**src/hw/rtl/tah_pkg.sv**
```systemverilog
// Shared types, constants and helpers of the timestamp-aligned angle history block.
`default_nettype none
package tah_pkg;

    localparam int TIME_W = 48;
    localparam int ANG_W  = 32;
    localparam int ITW_W  = 24;
    localparam int CFG_W  = 48;

    localparam logic REG_INV_TRACK_WIDTH = 1'b0;
    localparam logic REG_FRESH_WINDOW    = 1'b1;

    localparam logic [ITW_W-1:0] ITW_RESET   = 24'd65536;
    localparam logic [TIME_W-1:0] FRESH_RESET = 48'd7000000;

    typedef struct packed {
        logic [TIME_W-1:0]       now_time;
        logic signed [ANG_W-1:0] turret_angle;
        logic                    drive_new;
        logic [TIME_W-1:0]       drive_time;
        logic signed [ANG_W-1:0] drive_left;
        logic signed [ANG_W-1:0] drive_right;
        logic                    vision_new;
        logic [TIME_W-1:0]       vision_target_time;
        logic signed [ANG_W-1:0] vision_angle;
    } in_item_t;

    typedef struct packed {
        logic signed [ANG_W-1:0] goal_angle;
        logic signed [ANG_W-1:0] target_absolute;
        logic                    vision_fresh;
    } out_item_t;

    typedef struct packed {
        logic [TIME_W-1:0]       stamp;
        logic signed [ANG_W-1:0] val;
    } hist_entry_t;

    // Saturate a wide signed value to the 32-bit angle range.
    function automatic logic signed [ANG_W-1:0] sat32(input logic signed [63:0] v);
        logic signed [63:0] hi;
        logic signed [63:0] lo;
        hi = 64'sh0000_0000_7FFF_FFFF;
        lo = -64'sh0000_0000_8000_0000;
        if (v > hi) begin
            return 32'sh7FFF_FFFF;
        end
        if (v < lo) begin
            return 32'sh8000_0000;
        end
        return v[ANG_W-1:0];
    endfunction

endpackage
`default_nettype wire

```
**src/hw/rtl/tah_lookup.sv**
```systemverilog
// Bracket search over one ring followed by a serial divide and interpolation.
`default_nettype none
module tah_lookup #(
    parameter int DEPTH = 128,
    parameter int FB    = 16,
    parameter int CW    = $clog2(DEPTH + 1)
) (
    input  wire                     clk,
    input  wire                     rst_n,
    input  wire                     start,
    input  wire [tah_pkg::TIME_W-1:0] t,
    input  wire [CW-1:0]            fill,
    output logic [CW-1:0]           rd_idx,
    input  tah_pkg::hist_entry_t    rd_data,
    output logic                    busy,
    output logic                    done,
    output logic signed [tah_pkg::ANG_W-1:0] res
);
    import tah_pkg::*;

    localparam int PW   = 35 + FB;
    localparam int CNTW = $clog2(FB + 1);

    localparam logic [2:0] L_IDLE = 3'd0;
    localparam logic [2:0] L_SCAN = 3'd1;
    localparam logic [2:0] L_PREP = 3'd2;
    localparam logic [2:0] L_DIV  = 3'd3;
    localparam logic [2:0] L_MUL  = 3'd4;
    localparam logic [2:0] L_SUM  = 3'd5;
    localparam logic [2:0] L_DONE = 3'd6;

    logic [2:0]              state_reg;
    logic [TIME_W-1:0]       t_reg;
    logic [CW-1:0]           idx_reg;
    hist_entry_t             prev_reg;
    hist_entry_t             a_reg;
    hist_entry_t             b_reg;
    logic [TIME_W-1:0]       den_reg;
    logic [TIME_W-1:0]       rem_reg;
    logic [FB:0]             ratio_reg;
    logic [CNTW-1:0]         cnt_reg;
    logic signed [PW-1:0]    prod_reg;
    logic signed [ANG_W-1:0] res_reg;

    logic                    found;
    logic                    neg;
    logic [TIME_W-1:0]       den;
    logic [TIME_W-1:0]       num;
    logic                    use_b;
    logic [TIME_W:0]         rem2;
    logic                    ge;
    logic signed [ANG_W:0]   vdiff;
    logic signed [PW:0]      sum;

    always_comb
    begin
        found  = (rd_data.stamp > t_reg);
        rd_idx = (state_reg == L_SCAN) ? idx_reg + 1'b1 : '0;
        neg    = (a_reg.stamp < b_reg.stamp);
        den    = neg ? b_reg.stamp - a_reg.stamp : a_reg.stamp - b_reg.stamp;
        num    = neg ? b_reg.stamp - t_reg : t_reg - b_reg.stamp;
        use_b  = (a_reg.stamp == b_reg.stamp) ||
                 (neg ? (t_reg >= b_reg.stamp) : (t_reg <= b_reg.stamp));
        rem2   = {rem_reg, 1'b0};
        ge     = (rem2 >= {1'b0, den_reg});
        vdiff  = (ANG_W+1)'(a_reg.val) - (ANG_W+1)'(b_reg.val);
        sum    = (PW+1)'(b_reg.val) + (PW+1)'(prod_reg >>> FB);
    end

    always_ff @(posedge clk or negedge rst_n)
    begin
        if (!rst_n) begin
            state_reg <= L_IDLE;
        end else begin
            unique case (state_reg)
                L_IDLE: if (start) state_reg <= L_SCAN;
                L_SCAN: if (found || (idx_reg + 1'b1 == fill)) state_reg <= L_PREP;
                L_PREP:
                begin
                    if (use_b) begin
                        state_reg <= L_DONE;
                    end else if (num >= den) begin
                        state_reg <= L_MUL;
                    end else begin
                        state_reg <= L_DIV;
                    end
                end
                L_DIV:  if (cnt_reg == CNTW'(FB - 1)) state_reg <= L_MUL;
                L_MUL:  state_reg <= L_SUM;
                L_SUM:  state_reg <= L_DONE;
                // A new search may be started in the same cycle the result is handed over.
                L_DONE: state_reg <= start ? L_SCAN : L_IDLE;
                default: state_reg <= L_IDLE;
            endcase
        end
    end

    always_ff @(posedge clk)
    begin
        case (state_reg)
            L_IDLE:
            begin
                t_reg   <= t;
                idx_reg <= '0;
            end
            L_SCAN:
            begin
                prev_reg <= rd_data;
                idx_reg  <= idx_reg + 1'b1;
                a_reg    <= rd_data;
                // The first sample past the target closes the bracket.
                b_reg    <= (found && idx_reg != '0) ? prev_reg : rd_data;
            end
            L_PREP:
            begin
                den_reg   <= den;
                rem_reg   <= num;
                cnt_reg   <= '0;
                res_reg   <= b_reg.val;
                ratio_reg <= (num >= den) ? (FB+1)'(1) << FB : '0;
            end
            L_DIV:
            begin
                rem_reg   <= ge ? TIME_W'(rem2 - {1'b0, den_reg}) : rem2[TIME_W-1:0];
                ratio_reg <= {ratio_reg[FB-1:0], ge};
                cnt_reg   <= cnt_reg + 1'b1;
            end
            L_MUL:  prod_reg <= PW'(vdiff * $signed({1'b0, ratio_reg}));
            L_SUM:  res_reg  <= sat32(64'(sum));
            L_DONE:
            begin
                t_reg   <= t;
                idx_reg <= '0;
            end
            default: ;
        endcase
    end

    assign busy = (state_reg != L_IDLE);
    assign done = (state_reg == L_DONE);
    assign res  = res_reg;

endmodule
`default_nettype wire

```
**config.mk**
```make
export PLATFORM = sky130hd
export DESIGN_NAME = tah_lookup
export DESIGN_NICKNAME = d
export VERILOG_FILES = /design/src/hw/rtl/tah_pkg.sv /design/src/hw/rtl/tah_lookup.sv
export SDC_FILE = /design/constraint.sdc
export NUM_CORES = 2
export LEC_CHECK = 0
export ABC_AREA = 0
export BUFFER_PORTS_ARGS = -buffer_cell sky130_fd_sc_hd__buf_2
export CORE_MARGIN = 1
export CORE_UTILIZATION = 50
export DETAILED_ROUTE_END_ITERATION = 10
export GPL_TIMING_DRIVEN = 0
export PLACE_DENSITY = 0.67
export SKIP_CTS_REPAIR_TIMING = 1
export SLEW_MARGIN = 20
export SYNTH_ARGS = -nofsm -noshare
export SYNTH_HDL_FRONTEND = slang
export SYNTH_SLANG_ARGS = --single-unit
```
**constraint.sdc**
```tcl
create_clock -name clk -period 11.3 [get_ports clk]
set_input_delay 1.13 -clock clk [delete_from_list [all_inputs] [get_ports clk]]
set_output_delay 1.13 -clock clk [all_outputs]
set_load 0.03 [all_outputs]
```
# After elaboration in Yosys (flattened, before gate mapping)
# Cells that the tools add are included.
[op_classes] add_sub_neg=9 multipliers=1 n_div=0 magnitude_cmp=8 eq_ne=12 n_shift=0 muxes=28 bitwise=0 reduce_logical=11
[ops] op="subtractor 48 bit" count=5
[ops] op="2-to-1 mux 48 bit" count=3
[ops] op="2-to-1 mux 32 bit" count=4
[ops] op=">= comparator 48 bit" count=2
[ops] op="one-hot mux 48 bit (2 select lines)" count=1
[ops] op="2-to-1 mux 80 bit" count=1
[ops] op="one-hot mux 32 bit (2 select lines)" count=1
[ops] op="multiplier 33 x 18 -> 51 bit" count=1
[ops] op=">= comparator 49 x 48 -> 1 bit" count=1
[ops] op="== test 48 bit" count=1
[ops] op="> comparator 48 bit" count=1
[ops] op="less-or-equal comparator 48 bit" count=1
[ops] op="less-than comparator 48 bit" count=1
[ops] op="adder 32 x 35 -> 36 bit" count=1
[ops] op="> comparator 36 x 32 -> 1 bit (second input constant)" count=1
[ops] op="less-than comparator 36 x 32 -> 1 bit (second input constant)" count=1
[ops] op="one-hot mux 17 bit (2 select lines)" count=1
[ops] op="subtractor 32 x 32 -> 33 bit" count=1
[ops] op="one-hot mux 3 bit (7 select lines)" count=1
[ops] op="2-to-1 mux 17 bit" count=1
[ops] op="one-hot mux 8 bit (2 select lines)" count=1
[ops] op="2-to-1 mux 3 bit" count=5
[ops] op="one-hot mux 5 bit (2 select lines)" count=1
[ops] op="== test 3 bit (second input constant)" count=3
[ops] op="other kinds (18)" count=29
[word_totals] reg_bits=420 latchBits=0 ramBits=0 mem_bits_ro=0 input_bits=139 out_inout_bits=42 wordCells=82 memories=0

# Depth between registers and ports, before layout
[depth] ltp_word=9 mapped_depth=37 ltp_nobuf=36

# Worst setup path before layout
# OpenSTA, ideal clock, no wires.
[synth_timing] path_type="flip-flop to flip-flop" startpoint="register b_reg[1] (netlist bit)" endpoint="register prod_reg[47], data pin" setup_ns=0.258 arrival_ns=8.574 required_ns=11.042 slack_ns=2.468 stages_incl_launch_ff=36 n_path_buf=1 period_less_slack_ns=8.832 path_cell_list="edfxtp_1 > inv_1 > ha_1 > nor2b_1 > o31a_1 > o32ai_2 > o41ai_1 > o21ai_0 > o211ai_1 > a41oi_1 > a211oi_1 > or2_2 > nor3_1 > clkbuf_1 > nand2_1 > fa_1 > fa_1 > fa_1 > inv_1 > fa_1 > fa_1 > inv_1 > fa_1 > inv_1 > ha_1 > a21o_1 > a21o_1 > a21oi_1 > inv_1 > a21oi_1 > o21ai_0 > a21oi_1 > a21boi_0 > a311o_1 > a21oi_1 > xnor2_1"
[synth_via] elab_chain_cells=2
[synth_lines] element="from (decl)" line_no="tah_lookup.sv:37" rtl="hist_entry_t b_reg;"
[synth_lines] element="from (signal assigned)" line_no="tah_lookup.sv:112" rtl="b_reg <= (found && idx_reg != '0) ? prev_reg : rd_data;"
[synth_lines] element="subtractor 32 x 32 -> 33 bit" line_no="tah_lookup.sv:66" rtl="vdiff = (ANG_W+1)'(a_reg.val) - (ANG_W+1)'(b_reg.val);"
[synth_lines] element="multiplier 33 x 18 -> 51 bit" line_no="tah_lookup.sv:128" rtl="L_MUL: prod_reg <= PW'(vdiff * $signed({1'b0, ratio_reg}));"
[synth_lines] element="to (signal assigned)" line_no="tah_lookup.sv:128"
[synth_lines] element="to (decl)" line_no="tah_lookup.sv:42" rtl="logic signed [PW-1:0] prod_reg;"
# Every way passes these cells.
# A chain may end at the register's enable or synchronous reset.

# Worst setup path after layout
[layout_timing] startpoint="register b_reg[1] (netlist bit)" endpoint="register prod_reg[49], data pin"
# Same word-level chain as after synthesis.

==> results.txt <==
- TritonCTS built the clock tree.
- For the worst setup path, the data arrival time is 11.07 ns.
- Static timing analysis puts the maximum clock frequency at 93.32 MHz.
- Top cells by area, synth: sky130_fd_sc_hd__edfxtp_1 (23%), sky130_fd_sc_hd__fa_1 (20%), sky130_fd_sc_hd__ha_1 (12%), sky130_fd_sc_hd__inv_1 (6.9%), sky130_fd_sc_hd__nand2_1 (3.8%)
- The share of the Yosys chip area taken by registers is 0.2290.
* I/O Pins: 181
- FILL cells: ~9.5k
- Initial Util: 0.5076
- After synthesis, the netlist uses 92 different library cells.
* Area growth from synthesis to layout: 8.800%
* Critical path class: flop to flop
* WL per Instance: 21.40 um
* ANT nets after route: 0
- CP max stage delay: 0.62 ns
- Via count of the first global-routing pass: 43.16k
- Std-Cell Rows: 118
- Across every metal layer, demand over resource in global routing totals 0.2973.
- The total overflow left after global routing is 0.
* Final Skew: 0.03158 ns
* XOR/XNOR share of the synthesized area: 0.04006
* Type of the most critical hold path: input port to asynchronous set/reset pin
* Kind of end point of the critical path: flop
* Fraction of layout instances using a drive strength above 1: 0.08336
- The number of hold violations in the final report is 0.
* Slowest stage cell on the critical path: sky130_fd_sc_hd__o211ai_1
* Share of the synthesized area in the top cell type: 0.2276
- After synthesis, the share of cell area in mux cells is 0.03372.
- Worst-skew pair later-pin latency: 0.64 ns
- The most used flip-flop cell after synthesis is sky130_fd_sc_hd__edfxtp_1.
- Cell count after synthesis: 5740
- Yosys printed 0 warnings.
* Synth Cell Area: 52910 um^2
* DRC marker count from the first detailed-route iteration: around 3.2k
* Total number of H-tree levels: 2
* Net count of the finished layout: 7185
- Of the total synthesized cell area, the portion taken by full adders, half adders and majority gates is 0.3282.
- Compound-cell area share of the yosys netlist: 0.1479
* Top cells by instance count after synthesis: sky130_fd_sc_hd__inv_1 (978), sky130_fd_sc_hd__fa_1 (541), sky130_fd_sc_hd__nand2_1 (538), sky130_fd_sc_hd__ha_1 (522), sky130_fd_sc_hd__edfxtp_1 (401)
- Headroom to the max-slew limit came out at 0.1424.
* Cell depth of the worst flop-to-flop path: 33
- Initial antenna violation count: 3
- Along the worst path, the maximum fanout reaches 10.
* Reg2reg start: b_reg[1]
- Core region area: 104200 um^2
- For the worst setup path, the data required time is between 10 and 15 ns.
- After synthesis, the mean cell area works out to between 9 and 10 um^2.
- Final HPWL from detailed placement: roughly 130000 um
* Vias: 42.25k
* Setup slack, reg-to-reg: just under 0.6 ns
- Crit path time final: 10.72 ns
- Clock-pin slew was measured on the worst setup and hold paths at 0.06 ns.
- Number of enable flip-flop cells after synthesis: 401
- After detailed routing, the number of vias per cell comes to 5.706.
- Share of the clock period used by the worst path after layout: 0.9483
- Setup violations remaining at the end of the flow were counted as 0.
- Slew at the pin closest to its max-slew limit: 1.278 ns
- After detailed routing, the number of remaining DRC violations is 0.
- The floorplan step defined a die boundary enclosing 107100 um^2.
- Flops & latches, synth: 404
* Placed cell count: 7314
- The worst setup path is launched from a flop.
* Count of non-filler cells in the finished layout: 7404
- Most prevalent standard cell on the critical path: sky130_fd_sc_hd__fa_1
* GP Congestion: 0.9508
- The first detailed-routing pass took 5 iterations.
- Ys async rst share: 0.007426
- The count of final max-slew check failures was 0.
- Largest net degree at the start of global routing: 97
- Setup Total Neg Slack: 0 ns
* Die outline height: 327.3 um
- Post-route design area: 57560 um^2
- Setup repair after global routing left no endpoint under its margin.
- Across the run, the number of max-cap violations was 0.
* Most area-hungry cell type in the Yosys netlist: sky130_fd_sc_hd__edfxtp_1
- End of the worst register-to-register path: prod_reg[49]
* Placed inst area: 55860 um^2
* Basic-gate share of the synthesized area counting and, or, nand and nor cells: 0.1324
- The first global-routing pass estimated roughly 250000 um of wire.
- Final routed wirelength across all metal layers: 158400 um
- Run status: finished, final reports clean
- Combinational family with the most area after synthesis: adder cells
* Cell with the most instances after synthesis: sky130_fd_sc_hd__inv_1
* Horiz. Die Dim: roughly 330 um
- The clock passes through at most 3 buffers.
- The number of clock buffers added by TritonCTS is 47.
- The tree is rooted in a sky130_fd_sc_hd__clkbuf_16.
- The number of nets in the synthesized netlist is 6942.
- Clock sink total: 404
- Count of buffers from port buffering: 180
## worst max-delay path, delay by kind of cell (launching register included)
family	cells	cell delay (ns)
xor gates and xnor gates	2	0.64
AOI/OAI and AO/OA	13	3.92
DFF	1	0.56
adders and majority gates	8	3.69
and+or+nand+nor	5	0.86
buffers and inverters	5	0.71
## through the flow
stage,hold WS (ns),worst slack [ns],util
final,0.2993,0.5839,0.5522
after global routing,0.2815,0.02442,0.5522
after CTS,0.2574,-0.06595,0.5516
after detailed placement,0.5788,0.007979,0.5359
after global placement,0.5715,0.05363,0.5328
after floorplan,0.5505,2.468,-
## metal layers
metal / vias up / routed length [um] / GRT usage
met5: - / 13 / 0
met4: 2 / 8831 / 0.1444
met3: 342 / 8314 / 0.03288
met2: 1379 / 77130 / 0.5168
met1: 20780 / 64130 / 0.3675
li1: 19750 / - / -
## cells by family (layout without fill, tap and decap cells)
kind of cell	count (synthesis)	in the layout
flops	404	404
buf+inv	1222	1504
mux	165	165
fa+ha+maj	1063	1063
other cells	0	2
xor+xnor	242	242
compound gates	1199	1199
simple gates	1445	1445
## worst max-delay path by stage
stage	slack, ns	from	cells after the start	to
floorplan	2.47	b_reg[1]	35	prod_reg[47]
global placement	0.05	b_reg[0]	31	prod_reg[47]
detailed placement	0.008	b_reg[0]	31	prod_reg[47]
CTS	-0.07	b_reg[0]	31	prod_reg[47]
global route	0.02	b_reg[0]	33	prod_reg[49]
finish	0.58	b_reg[1]	33	prod_reg[49]
## area by class of cell
cell class	instances	area [um^2]	area share
diodes	2	5.005	0.00008695
plain buffers	244	1027	0.01785
clock buffers	50	1187	0.02063
clock inverters	38	452.9	0.007869
inverters	978	3679	0.06391
multi-input cells	4114	36240	0.6296
flip-flops and latches	404	12120	0.2105
well taps	1380	1727	0.03000
repair buffers	194	1129	0.01961
## cells in the final DEF, fill, tap and decap left out, drive strengths merged, types with 19 or more instances in the layout
cell    netlist  layout
a211oi       38      38
nand4        78      78
nor3         61      61
mux2i        59      59
o21a         44      44
a21o        178     178
or3          31      31
o211ai       38      38
nor2        252     252
nand3        71      71
and3         45      45
a31oi        30      30
edfxtp      401     401
xnor2       163     163
a21oi       399     399
o21ai       186     186
clkinv        0      19
o31ai        25      25
inv         978     983
fa          541     541
a22oi        35      35
ha          522     522
xor2         79      79
nand2b       35      35
o21bai       58      58
and2        219     219
mux2        106     106
nor2b        60      60
buf          57     251
clkbuf      187     237
nand2       538     538
Power is not shown: default switching activity piles up to over one toggle a cycle in this logic, so the estimate is an artifact.
